`src/design/tcs_pkg.sv`:
```
package tcs_pkg;

    // Width of every result field
    localparam int OUT_BITS = 16;

    // One byte of text with its end flag
    typedef struct packed {
        logic [7:0] char_byte;
        logic       text_end;
    } t_tcs_in;

    // Final counts of one text
    typedef struct packed {
        logic [OUT_BITS-1:0] total_chars;
        logic [OUT_BITS-1:0] letter_count;
        logic [OUT_BITS-1:0] upper_count;
        logic [OUT_BITS-1:0] lower_count;
        logic [OUT_BITS-1:0] digit_count;
        logic [OUT_BITS-1:0] space_count;
        logic [OUT_BITS-1:0] other_count;
        logic [OUT_BITS-1:0] word_count;
        logic [OUT_BITS-1:0] longest_word_len;
    } t_tcs_out;

    // Character class flags of one byte, exactly one is set
    typedef struct packed {
        logic is_space;
        logic is_upper;
        logic is_lower;
        logic is_digit;
        logic is_other;
    } t_tcs_class;

    // Byte codes of the class boundaries
    localparam logic [7:0] CHR_TAB   = 8'h09;
    localparam logic [7:0] CHR_CR    = 8'h0D;
    localparam logic [7:0] CHR_SPACE = 8'h20;
    localparam logic [7:0] CHR_0     = 8'h30;
    localparam logic [7:0] CHR_9     = 8'h39;
    localparam logic [7:0] CHR_UP_A  = 8'h41;
    localparam logic [7:0] CHR_UP_Z  = 8'h5A;
    localparam logic [7:0] CHR_LO_A  = 8'h61;
    localparam logic [7:0] CHR_LO_Z  = 8'h7A;

endpackage

```
`src/design/tcs_classify.sv`:
```
module tcs_classify (
    input  logic [7:0]          i_char_byte,
    output tcs_pkg::t_tcs_class o_class
);

    logic w_space;
    logic w_upper;
    logic w_lower;
    logic w_digit;

    // Class the byte by C-locale rules; high bytes fall into other
    always_comb begin
        w_space = (i_char_byte == tcs_pkg::CHR_SPACE) ||
                  ((i_char_byte >= tcs_pkg::CHR_TAB) && (i_char_byte <= tcs_pkg::CHR_CR));
        w_upper = (i_char_byte >= tcs_pkg::CHR_UP_A) && (i_char_byte <= tcs_pkg::CHR_UP_Z);
        w_lower = (i_char_byte >= tcs_pkg::CHR_LO_A) && (i_char_byte <= tcs_pkg::CHR_LO_Z);
        w_digit = (i_char_byte >= tcs_pkg::CHR_0) && (i_char_byte <= tcs_pkg::CHR_9);
        o_class.is_space = w_space;
        o_class.is_upper = w_upper;
        o_class.is_lower = w_lower;
        o_class.is_digit = w_digit;
        o_class.is_other = !(w_space || w_upper || w_lower || w_digit);
    end

endmodule

```
`src/design/tcs_counters.sv`:
```
module tcs_counters #(
    parameter int COUNT_BITS = 16
) (
    input  logic                i_clk,
    input  logic                i_rst_n,
    input  logic                i_fire,
    input  logic                i_last,
    input  tcs_pkg::t_tcs_class i_class,
    output tcs_pkg::t_tcs_out   o_result
);

    localparam int WIDE_BITS = (COUNT_BITS > tcs_pkg::OUT_BITS) ? COUNT_BITS
                                                                 : tcs_pkg::OUT_BITS;

    logic [COUNT_BITS-1:0] r_byte_total;
    logic [COUNT_BITS-1:0] r_letters;
    logic [COUNT_BITS-1:0] r_uppers;
    logic [COUNT_BITS-1:0] r_lowers;
    logic [COUNT_BITS-1:0] r_digits;
    logic [COUNT_BITS-1:0] r_spaces;
    logic [COUNT_BITS-1:0] r_others;
    logic [COUNT_BITS-1:0] r_words;
    logic                  r_inside;
    logic [COUNT_BITS-1:0] r_cur_len;
    logic [COUNT_BITS-1:0] r_best_len;

    logic [COUNT_BITS-1:0] n_byte_total;
    logic [COUNT_BITS-1:0] n_letters;
    logic [COUNT_BITS-1:0] n_uppers;
    logic [COUNT_BITS-1:0] n_lowers;
    logic [COUNT_BITS-1:0] n_digits;
    logic [COUNT_BITS-1:0] n_spaces;
    logic [COUNT_BITS-1:0] n_others;
    logic [COUNT_BITS-1:0] n_words;
    logic                  n_inside;
    logic [COUNT_BITS-1:0] n_cur_len;
    logic [COUNT_BITS-1:0] n_best_len;

    logic                  w_close;
    logic [COUNT_BITS-1:0] w_end_words;
    logic [COUNT_BITS-1:0] w_end_best;

    // Add one unless the counter already sits at its maximum
    function automatic logic [COUNT_BITS-1:0] bump(
        input logic [COUNT_BITS-1:0] value,
        input logic                  en
    );
        logic [COUNT_BITS-1:0] res;
        res = value;
        if (en && !(&value)) begin
            res = value + COUNT_BITS'(1);
        end
        return res;
    endfunction

    // Clip a counter to the result field width
    function automatic logic [tcs_pkg::OUT_BITS-1:0] shown(
        input logic [COUNT_BITS-1:0] value
    );
        logic [WIDE_BITS-1:0] ext;
        ext = WIDE_BITS'(value);
        if (ext > WIDE_BITS'({tcs_pkg::OUT_BITS{1'b1}})) begin
            return {tcs_pkg::OUT_BITS{1'b1}};
        end
        return ext[tcs_pkg::OUT_BITS-1:0];
    endfunction

    // Update counters for this byte; whitespace closes an open word
    always_comb begin
        w_close      = i_class.is_space && r_inside;
        n_byte_total = bump(r_byte_total, 1'b1);
        n_letters    = bump(r_letters, i_class.is_upper || i_class.is_lower);
        n_uppers     = bump(r_uppers, i_class.is_upper);
        n_lowers     = bump(r_lowers, i_class.is_lower);
        n_digits     = bump(r_digits, i_class.is_digit);
        n_spaces     = bump(r_spaces, i_class.is_space);
        n_others     = bump(r_others, i_class.is_other);
        n_words      = bump(r_words, w_close);
        n_inside     = !i_class.is_space;
        n_cur_len    = i_class.is_space ? '0 : bump(r_cur_len, 1'b1);
        n_best_len   = (w_close && (r_cur_len > r_best_len)) ? r_cur_len : r_best_len;
    end

    // Close a word still open at the final byte
    always_comb begin
        w_end_words = bump(n_words, n_inside);
        w_end_best  = (n_inside && (n_cur_len > n_best_len)) ? n_cur_len : n_best_len;
        o_result.total_chars      = shown(n_byte_total);
        o_result.letter_count     = shown(n_letters);
        o_result.upper_count      = shown(n_uppers);
        o_result.lower_count      = shown(n_lowers);
        o_result.digit_count      = shown(n_digits);
        o_result.space_count      = shown(n_spaces);
        o_result.other_count      = shown(n_others);
        o_result.word_count       = shown(w_end_words);
        o_result.longest_word_len = shown(w_end_best);
    end

    // Hold state; advance on each item, clear after the final byte
    always_ff @(posedge i_clk) begin
        if (!i_rst_n || (i_fire && i_last)) begin
            r_byte_total <= '0;
            r_letters    <= '0;
            r_uppers     <= '0;
            r_lowers     <= '0;
            r_digits     <= '0;
            r_spaces     <= '0;
            r_others     <= '0;
            r_words      <= '0;
            r_inside     <= 1'b0;
            r_cur_len    <= '0;
            r_best_len   <= '0;
        end else if (i_fire) begin
            r_byte_total <= n_byte_total;
            r_letters    <= n_letters;
            r_uppers     <= n_uppers;
            r_lowers     <= n_lowers;
            r_digits     <= n_digits;
            r_spaces     <= n_spaces;
            r_others     <= n_others;
            r_words      <= n_words;
            r_inside     <= n_inside;
            r_cur_len    <= n_cur_len;
            r_best_len   <= n_best_len;
        end
    end

endmodule

```
`src/design/text_character_statistics.sv`:
```
// Text statistics counter. Feed a text one byte per item, with text_end set on its
// final byte; the block takes one byte every cycle. Bytes are classed as letter
// (upper or lower), digit, whitespace or other, and whitespace-separated words are
// counted along with the longest word length. The final byte yields one result item
// with all counts, valid once that byte has left the input register (it is counted out of
// the input register straight into the result register); every other byte yields
// none. Counters are COUNT_BITS wide and saturate, and fields show at most 65535.
// A byte that does not end a text never waits for the output; an end byte waits in
// the input register only while a previous result is still untaken. The counters
// clear after each text.
module text_character_statistics #(
    parameter int COUNT_BITS = 16
) (
    input  logic              i_clk,
    input  logic              i_rst_n,
    input  logic              i_in_valid,
    output logic              o_in_ready,
    input  tcs_pkg::t_tcs_in  i_in_data,
    output logic              o_out_valid,
    input  logic              i_out_ready,
    output tcs_pkg::t_tcs_out o_out_data
);

    logic                r_s1_valid;
    tcs_pkg::t_tcs_in    r_s1_data;
    logic                r_out_valid;
    tcs_pkg::t_tcs_out   r_out_data;

    logic                w_s1_fire;
    logic                w_out_free;
    tcs_pkg::t_tcs_class w_class;
    tcs_pkg::t_tcs_out   w_result;

    // An end byte may only move on when the result register can take it
    assign w_out_free = !r_out_valid || i_out_ready;
    assign w_s1_fire  = r_s1_valid && (!r_s1_data.text_end || w_out_free);
    assign o_in_ready = !r_s1_valid || w_s1_fire;

    tcs_classify u_classify (
        .i_char_byte (r_s1_data.char_byte),
        .o_class     (w_class)
    );

    tcs_counters #(
        .COUNT_BITS (COUNT_BITS)
    ) u_counters (
        .i_clk    (i_clk),
        .i_rst_n  (i_rst_n),
        .i_fire   (w_s1_fire),
        .i_last   (r_s1_data.text_end),
        .i_class  (w_class),
        .o_result (w_result)
    );

    // Input register
    always_ff @(posedge i_clk) begin
        if (!i_rst_n) begin
            r_s1_valid <= 1'b0;
        end else if (o_in_ready) begin
            r_s1_valid <= i_in_valid;
        end
    end

    always_ff @(posedge i_clk) begin
        if (o_in_ready && i_in_valid) begin
            r_s1_data <= i_in_data;
        end
    end

    // Result register: load on an end byte, drop once taken
    always_ff @(posedge i_clk) begin
        if (!i_rst_n) begin
            r_out_valid <= 1'b0;
        end else if (w_s1_fire && r_s1_data.text_end) begin
            r_out_valid <= 1'b1;
        end else if (i_out_ready) begin
            r_out_valid <= 1'b0;
        end
    end

    always_ff @(posedge i_clk) begin
        if (w_s1_fire && r_s1_data.text_end) begin
            r_out_data <= w_result;
        end
    end

    assign o_out_valid = r_out_valid;
    assign o_out_data  = r_out_data;

endmodule

```
`config.mk`:
```
export PLATFORM = sky130hd
export DESIGN_NAME = text_character_statistics
export DESIGN_NICKNAME = d
export VERILOG_FILES = /design/src/design/tcs_pkg.sv /design/src/design/tcs_classify.sv /design/src/design/tcs_counters.sv /design/src/design/text_character_statistics.sv
export SDC_FILE = /design/constraint.sdc
export NUM_CORES = 1
export LEC_CHECK = 0
export BUFFER_PORTS_ARGS = -buffer_cell sky130_fd_sc_hd__buf_2
export CORE_ASPECT_RATIO = 0.7
export CORE_MARGIN = 2
export CORE_UTILIZATION = 60
export CTS_CLUSTER_DIAMETER = 100
export DETAILED_ROUTE_END_ITERATION = 12
export GPL_TIMING_DRIVEN = 0
export PLACE_DENSITY = 0.81
export SYNTH_ARGS = -nofsm -noshare
export SYNTH_HDL_FRONTEND = slang
export SYNTH_HIERARCHICAL = 1
export SYNTH_SLANG_ARGS = --single-unit
```
`constraint.sdc`:
```
create_clock -name i_clk -period 9.6 [get_ports i_clk]
set_clock_uncertainty 0.15 [all_clocks]
set_input_delay 0 -clock i_clk [delete_from_list [all_inputs] [get_ports i_clk]]
set_output_delay 0 -clock i_clk [all_outputs]
set_load 0.005 [all_outputs]
```
==> Implementation_results.wiki, run 1 <==
{| class="wikitable"
! Metric !! Value
|-
| Initial cell density of the core || 0.616
|-
| Ratio of cells with drive above 1 in the final layout || 0.142
|-
| Clock tree from TritonCTS || built
|-
| Maximum count of clock buffers along a single path || 3
|-
| First-pass detailed-route iteration total || 6
|-
| Asr flop ratio synth || 0
|-
| Die outline height || between 100 and 150 um
|-
| Pin count of the biggest net entering global routing || 37
|-
| Largest voltage drop on the vdd net || approximately 0.00012 V
|-
| Number of flip-flops in the largest register || around 140
|-
| Cell types with the largest area share after synthesis || sky130_fd_sc_hd__edfxtp_1 29%, sky130_fd_sc_hd__dfxtp_1 20%, sky130_fd_sc_hd__xor2_1 7.8%
|-
| Unique cell type count in the Yosys netlist || 77
|-
| Fraction of the core area covered by cells at the end of the flow || 0.709
|-
| Total of hold buffers inserted after clock tree synthesis || 16
|-
| Most used flip-flop cell after synthesis || sky130_fd_sc_hd__dfxtp_1
|-
| Remaining design rule violation count || 0
|-
| Core Box Area || ~26000 um^2
|-
| Number of global-route vias before repair || roughly 12000
|-
| Crit path from || r_s1_data[2]$_DFFE_PP_
|-
| Achievable clock frequency || 132 MHz
|-
| Portion of the clock cycle consumed by the worst path in the final layout || 0.789
|-
| Clock edge transition at the registers on the reported setup and hold paths || about 0.07 ns
|-
| Port Buffers || about 160
|-
| Sort of element at the end of the critical path || flop
|-
| Top delay family on crit path || compound AO/OA/AOI/OAI gates
|-
| Final antenna-violating net count || 0
|-
| Cts bufs inserted || 29
|-
| Result of the run || finished clean
|-
| Layout overhead on the synthesized area || 15.2%
|-
| HPWL reported at the end of detailed placement || between 20000 and 30000 um
|-
| Nets || roughly 1900
|-
| Global-route wire length before repair || between 60000 and 70000 um
|-
| Largest fanout on the critical path || 10
|-
| Number of design-rule violations left by the first detailed-router iteration || 1249
|-
| Hold slack || around 0.013 ns
|-
| CP Data Required Time || 9.75 ns
|-
| Power density over cell area || about 150 nW/um^2
|-
| Arr. time, crit path || roughly 7.7 ns
|-
| Std cell rows || between 40 and 50
|-
| Slowest library cell on the worst path || sky130_fd_sc_hd__clkbuf_1
|-
| Placed inst area || 17300 um^2
|-
| Synthesized netlist cell count || roughly 1600
|-
| Routability Congestion || just over 0.9
|-
| Relative slew margins || 0.169
|-
| Cell area after layout || 18400 um^2
|-
| Yosys reg bits || 316
|-
| Number of post-CTS setup repair buffers || 0
|-
| Crit path buf inv count || 5
|-
| Number of antenna violations at the first check in global routing || 0
|-
| Count of synthesis-stage warnings from yosys || 6
|-
| Startpoint of the tightest hold check path || i_in_data[7]
|-
| Mapped cell area || ~16000 um^2
|-
| Die Outline Area || around 28000 um^2
|-
| Number of top-level pins || about 160
|-
| Worst slew pin tran || 1.24 ns
|-
| Setup repair after global routing missed its margin || false
|-
| Max-Cap Viols || 0
|-
| Overall global routing resource usage || 0.282
|-
| Startpoint-to-endpoint class of the critical path || reg2reg
|-
| Hold Fails Final Rpt || 0
|-
| Worst skew pair latency || approximately 0.55 ns
|-
| Total congestion overflow || 0
|-
| Class of the tightest hold or removal check || in2reg
|-
| Die span in x || around 200 um
|-
| Minimum clock period || 7.58 ns
|-
| WL final || 40200 um
|-
| Fill cell count || approximately 1900
|-
| Number of synthesized flops with an enable pin || roughly 150
|-
| Buffer type at the clock tree root || sky130_fd_sc_hd__clkbuf_16
|-
| Post-cts resize count || 0
|-
| R2r startpoint || r_s1_data[2]$_DFFE_PP_
|-
| Post-synth top area share || 0.288
|-
| Detailed-route via count || ~13000
|-
| Most area-hungry cell type in the Yosys netlist || sky130_fd_sc_hd__edfxtp_1
|-
| CTS HTree Levels || 1
|-
| Mean number of vias per cell || ~6
|-
| Number of max-slew violations in the final report || 0
|-
| Leak Pwr || 7.19 nW
|-
| TritonCTS sink count || roughly 320
|-
| Sequential cell area fraction in the yosys report || 0.493
|-
| Setup violations, final || 0
|-
| Kind of start point of the critical path || flop
|-
| Highest cell delay on the worst timing path || about 0.66 ns
|-
| Final routed wire length divided by cell count || 18.2 um
|-
| Synth Area per Inst || roughly 10 um^2
|-
| Antenna cell count || 0
|}
## cells in the final DEF, fill, tap and decap left out, drive strengths merged, types with 3 or more instances in the layout
| cell | n |
|---|---|
| a211o | 3 |
| a21boi | 3 |
| a21o | 12 |
| a21oi | 51 |
| a31oi | 11 |
| and2 | 16 |
| and3 | 36 |
| and4 | 14 |
| buf | 189 |
| bufinv | 3 |
| clkbuf | 118 |
| clkinv | 13 |
| conb | 5 |
| dfxtp | 163 |
| dlygate4sd3 | 16 |
| edfxtp | 153 |
| ha | 42 |
| inv | 33 |
| mux2 | 13 |
| mux2i | 41 |
| nand2 | 111 |
| nand2b | 10 |
| nand3 | 100 |
| nand4 | 66 |
| nor2 | 225 |
| nor2b | 7 |
| nor3 | 37 |
| nor4 | 15 |
| o211ai | 6 |
| o21a | 7 |
| o21ai | 25 |
| o221a | 6 |
| o31ai | 8 |
| or3 | 9 |
| xnor2 | 99 |
| xor2 | 142 |
## power by group
group / leakage, nW / switching (mW) / internal (mW)
combinational: 3.88 / 0.0980 / 0.0491
sequential: 2.86 / 0.0132 / 1.43
clock: 0.453 / 0.499 / 0.643
total: 7.19 / 0.611 / 2.12
## worst register-to-register path, delay by kind of cell, from the launching register on
kind	cells	cell delay (ns)
adder cells (fa/ha/maj)	2	0.53
AO/OA/AOI/OAI	16	3.10
buffers and inverters	5	1.63
flip-flops	1	0.50
AND/OR/NAND/NOR	6	1.43
## synthesized netlist by cell type, types with 14 or more instances
library cell	count
sky130_fd_sc_hd__nor2_1	225
sky130_fd_sc_hd__dfxtp_1	163
sky130_fd_sc_hd__edfxtp_1	153
sky130_fd_sc_hd__xor2_1	142
sky130_fd_sc_hd__nand2_1	111
sky130_fd_sc_hd__xnor2_1	99
sky130_fd_sc_hd__nand3_1	98
sky130_fd_sc_hd__clkbuf_1	81
sky130_fd_sc_hd__nand4_1	65
sky130_fd_sc_hd__a21oi_1	51
sky130_fd_sc_hd__ha_1	42
sky130_fd_sc_hd__mux2i_1	41
sky130_fd_sc_hd__and3_1	36
sky130_fd_sc_hd__nor3_1	36
sky130_fd_sc_hd__inv_1	33
sky130_fd_sc_hd__o21ai_0	23
sky130_fd_sc_hd__and2_1	14
sky130_fd_sc_hd__and4_1	14
sky130_fd_sc_hd__nor4_1	14
## final cells by class
cell class | count | area (um^2) | area share
Timing Repair Buffer | 178 | 1030 | 0.0562
Clock inverter | 16 | 156 | 0.00852
Inverter | 34 | 128 | 0.00695
Buffer | 108 | 450 | 0.0245
Clock buffer | 37 | 766 | 0.0417
Multi-Input combinational cell | 1157 | 7510 | 0.410
Sequential cell | 316 | 7860 | 0.428
Tap cell | 357 | 447 | 0.0243
## per-layer routing
layer | GRT usage | wire length [um] | up-vias
met3 | 0.0539 | 3690 | 62
met2 | 0.424 | 17400 | 591
met4 | 0.0723 | 870 | 0
met5 | 0 | 0 | -
met1 | 0.420 | 18200 | 6171
li1 | - | - | 6078
## cells by family (layout without fill, tap and decap cells)
family,count (synthesis),in the layout,share of synthesized area
buffers and inverters,142,373,0.0363
XOR/XNOR,241,241,0.133
multiplexers,54,54,0.0350
flip-flops,316,316,0.493
AO/OA/AOI/OAI,160,160,0.0684
AND/OR/NAND/NOR,655,655,0.201
other,1,5,0.000235
adder cells (fa/ha/maj),42,42,0.0330
## final timing paths
check	end	slack, ns	cells past startpoint
max	o_out_data[4]$_DFFE_PP_	2.02	29
min	r_s1_data[7]$_DFFE_PP_	0.01	2
min reg2reg	u_counters/r_uppers[1]$_SDFFE_PP0P_	0.37	2
max reg2reg	o_out_data[4]$_DFFE_PP_	2.02	29
## per-stage QoR
step / setup WS, ns / TNS, ns / cells / power (mW)
3_5_place_dp: 2.18 / 0 / 2134 / 1.61
6_report: 2.02 / 0 / 2203 / 2.73
3_3_place_gp: -0.443 / -61.91 / 2130 / 1.61
4_1_cts: 2.16 / 0 / 2203 / 2.74
2_1_floorplan: 2.30 / 0 / 1615 / 1.55
5_1_grt: 1.59 / 0 / 2203 / 2.81
(Power assumes the default switching activity.)
==> inputs of run 2 (changes only) <==
--- a/config.mk
+++ b/config.mk
@@ -8,11 +8,11 @@
 export BUFFER_PORTS_ARGS = -buffer_cell sky130_fd_sc_hd__buf_2
 export CORE_ASPECT_RATIO = 0.7
 export CORE_MARGIN = 2
-export CORE_UTILIZATION = 60
+export CORE_UTILIZATION = 54
 export CTS_CLUSTER_DIAMETER = 100
 export DETAILED_ROUTE_END_ITERATION = 12
 export GPL_TIMING_DRIVEN = 0
-export PLACE_DENSITY = 0.81
+export PLACE_DENSITY = 0.77
 export SYNTH_ARGS = -nofsm -noshare
 export SYNTH_HDL_FRONTEND = slang
 export SYNTH_HIERARCHICAL = 1
==> constraint.sdc (replaced) <==
create_clock -name i_clk -period 6.9 [get_ports i_clk]
set_clock_uncertainty 0.15 [all_clocks]
set_input_delay 0 -clock i_clk [delete_from_list [all_inputs] [get_ports i_clk]]
set_output_delay 0 -clock i_clk [all_outputs]
set_load 0.005 [all_outputs]
==> Implementation_results.wiki, run 2 (synthesized netlist as in run 1, its figures left out) <==
{| class="wikitable"
! Metric !! Value
|-
| Fraction of the core area covered by cells at the end of the flow || 0.639 (-0.0698)
|-
| Leading cell type in the layout, fill and taps excluded || sky130_fd_sc_hd__nor2_1
|-
| Number of global-route vias before repair || 11536 (-2.0%)
|-
| Multi-input logic area || 7530 um^2 (+0.27%)
|-
| Die outline height || 148 um (+5.3%)
|-
| Initial cell density of the core || 0.550 (-0.0655)
|-
| Antenna cell count || 0 (unchanged)
|-
| Overall global routing resource usage || 0.257 (-0.0251)
|-
| Cts bufs inserted || 34 (+17%)
|-
| Placed insts || 2155 (+0.98%)
|-
| Minimum clock period || 6.50 ns (-1.08 ns)
|-
| Number of max-slew violations in the final report || 0 (unchanged)
|-
| Leak Pwr || 7.24 nW (+0.74%)
|-
| Nets || 1881 (+0.11%)
|-
| Port Buffers || 158 (unchanged)
|-
| Class of the tightest hold or removal check || in2reg
|-
| Highest cell delay on the worst timing path || 0.54 ns (-0.12 ns)
|-
| Layout overhead on the synthesized area || 16.2%
|-
| Clock tree from TritonCTS || built
|-
| Hold Fails Final Rpt || 0 (unchanged)
|-
| Number of post-CTS setup repair buffers || 0 (unchanged)
|-
| Kind of start point of the critical path || flop
|-
| Pin count of the biggest net entering global routing || 37 (unchanged)
|-
| WL final || 40600 um (+1.1%)
|-
| Minimum setup slack among reg-to-reg paths || 0.40 ns (-1.62 ns)
|-
| Global-route wire length before repair || 62500 um (+0.27%)
|-
| Sort of element at the end of the critical path || flop
|-
| Std cell rows || 52 (+6.1%)
|-
| Number of design-rule violations left by the first detailed-router iteration || 1076 (-14%)
|-
| Result of the run || finished clean
|-
| Max-Cap Viols || 0 (unchanged)
|-
| Detailed-route via count || 12733 (-1.3%)
|-
| Largest voltage drop on the vdd net || 0.000171 V (+39%)
|-
| Total power || 3.97 mW (+45%)
|-
| Setup violations, final || 0 (unchanged)
|-
| Worst slew pin tran || 1.08 ns (-0.155 ns)
|-
| TritonCTS sink count || 316 (unchanged)
|-
| Top delay family on crit path || compound AO/OA/AOI/OAI gates
|-
| Die span in x || 209 um (+5.3%)
|-
| CTS HTree Levels || 2 (+1)
|-
| Number of flip-flops in the largest register || 144 (unchanged)
|-
| Achievable clock frequency || 154 MHz (+17%)
|-
| Power density over cell area || 215 nW/um^2 (+44%)
|-
| Portion of the clock cycle consumed by the worst path in the final layout || 0.941 (+0.152)
|-
| CP Data Required Time || 7.15 ns (-2.60 ns)
|-
| Relative slew margins || 0.274 (+0.104)
|-
| Startpoint-to-endpoint class of the critical path || reg2reg
|-
| Post-layout instance count excluding filler cells || 2229 (+1.2%)
|-
| Final antenna-violating net count || 0 (unchanged)
|-
| Crit path capture || o_out_data[8]$_DFFE_PP_
|-
| Total congestion overflow || 0 (unchanged)
|-
| Area taken by flip-flops and latches || 7860 um^2 (unchanged)
|-
| Hold slack || 0.0564 ns (+0.0433 ns)
|-
| Maximum count of clock buffers along a single path || 3 (unchanged)
|-
| Commonest cells after routing, fill and taps aside || 224 x sky130_fd_sc_hd__nor2_1, 170 x sky130_fd_sc_hd__buf_2, 163 x sky130_fd_sc_hd__dfxtp_1
|-
| Remaining design rule violation count || 0 (unchanged)
|-
| Worst R2R Path Depth || 26 (-10%)
|-
| Core Box Area || 29000 um^2 (+12%)
|-
| Largest fanout on the critical path || 10 (unchanged)
|-
| Buffer type at the clock tree root || sky130_fd_sc_hd__clkbuf_16
|-
| Crit path buf inv count || 5 (unchanged)
|-
| FF-to-FF End || o_out_data[8]$_DFFE_PP_
|-
| Number of top-level pins || 159 (unchanged)
|-
| Crit path from || r_s1_data[2]$_DFFE_PP_
|-
| Fill cell count || 2312 (+21%)
|-
| Ratio of cells with drive above 1 in the final layout || 0.146 (+0.00394)
|-
| Worst skew pair latency || 0.53 ns (-0.02 ns)
|-
| Slowest library cell on the worst path || sky130_fd_sc_hd__clkbuf_1
|-
| HPWL reported at the end of detailed placement || 28300 um (+1.0%)
|-
| R2r startpoint || r_s1_data[2]$_DFFE_PP_
|-
| Arr. time, crit path || 6.74 ns (-0.99 ns)
|-
| Mean number of vias per cell || 5.71 (-2.5%)
|-
| Setup repair after global routing missed its margin || false
|-
| Clock edge transition at the registers on the reported setup and hold paths || 0.06 ns (about the same)
|-
| Number of cells on the critical path || 26 (-10%)
|-
| Die Outline Area || 30900 um^2 (+11%)
|-
| Cell repeated most along the worst path || sky130_fd_sc_hd__a21o_1
|-
| Number of antenna violations at the first check in global routing || 0 (unchanged)
|-
| Routability Congestion || 0.904 (-1.3%)
|-
| Final routed wire length divided by cell count || 18.2 um (about the same)
|-
| First-pass detailed-route iteration total || 5 (-1)
|}
-- run 2: worst reg2reg max path, cell delays in order (launching register included) --
cell                       delay, ns
sky130_fd_sc_hd__edfxtp_1       0.51
sky130_fd_sc_hd__nor3_4         0.27
sky130_fd_sc_hd__a22oi_1        0.13
sky130_fd_sc_hd__o22ai_2        0.23
sky130_fd_sc_hd__buf_6          0.21
sky130_fd_sc_hd__clkbuf_1       0.55
sky130_fd_sc_hd__clkbuf_1       0.47
sky130_fd_sc_hd__nor2_1         0.11
sky130_fd_sc_hd__ha_1           0.32
sky130_fd_sc_hd__a21o_1         0.16
sky130_fd_sc_hd__a21o_1         0.18
sky130_fd_sc_hd__a21oi_1        0.20
sky130_fd_sc_hd__o21ai_0        0.18
sky130_fd_sc_hd__a211o_1        0.26
sky130_fd_sc_hd__nand2_1        0.06
sky130_fd_sc_hd__clkbuf_1       0.12
sky130_fd_sc_hd__a31oi_1        0.11
sky130_fd_sc_hd__ha_1           0.31
sky130_fd_sc_hd__a21o_1         0.18
sky130_fd_sc_hd__a21o_1         0.17
sky130_fd_sc_hd__a21oi_1        0.14
sky130_fd_sc_hd__nor3_1         0.06
sky130_fd_sc_hd__a211o_1        0.30
sky130_fd_sc_hd__and2_0         0.26
sky130_fd_sc_hd__clkbuf_2       0.27
sky130_fd_sc_hd__a21oi_1        0.20
sky130_fd_sc_hd__o221a_2        0.22
-- run 2: final cells by class --
cell class                 instances  share of cell area
multi-input combinational       1157               0.407
buffer                           107              0.0249
inverter                          34             0.00689
clock buffer                      51              0.0511
clock inverter                    10             0.00554
tap                              378              0.0255
timing repair buffer             176              0.0546
sequential                       316               0.424
-- run 2: timing repair --
item,CTS,global route
gates resized for setup,7,7
hold buffers,14,0
endpoints found under the hold margin,16,0
cloned,0,0
setup endpoints to repair,16,16
-- run 2: power by group --
group	total, mW	switching [mW]	internal [mW]
logic	0.208	0.139	0.0686
clock network	1.76	0.732	1.02
registers	2.01	0.0183	1.99
total	3.97	0.889	3.08
-- run 2: worst min-delay path by stage --
stage | from | endpoint | slack (ns) | cells after the start
global route | i_in_data[8] | r_s1_data[8]$_DFFE_PP_ | 0.05 | 2
floorplan | i_in_data[0] | r_s1_data[0]$_DFFE_PP_ | -0.05 | 0
global placement | i_in_data[3] | r_s1_data[3]$_DFFE_PP_ | 0.03 | 1
CTS | i_in_data[6] | r_s1_data[6]$_DFFE_PP_ | 0.02 | 2
detailed placement | i_in_data[6] | r_s1_data[6]$_DFFE_PP_ | 0.03 | 1
finish | i_in_data[2] | r_s1_data[2]$_DFFE_PP_ | 0.06 | 2
-- run 2: per-stage QoR --
stage                     setup slack [ns]  TNS, ns  area [um^2]
final                                0.404        0        18500
after global routing                0.0164        0        18500
after CTS                           0.0878        0        18500
after detailed placement            -0.598    -6.31        17300
after global placement              -0.447    -4.57        17200
after floorplan                      0.893        0        15900
-- run 2: routing by layer --
layer  GRT usage  part of all wire  vias to the layer above
li1            -                 -                     6090
met1       0.386              0.47                     6084
met2       0.375              0.43                      499
met3      0.0537             0.083                       60
met4      0.0750             0.020                        0
met5           0                 0                        -
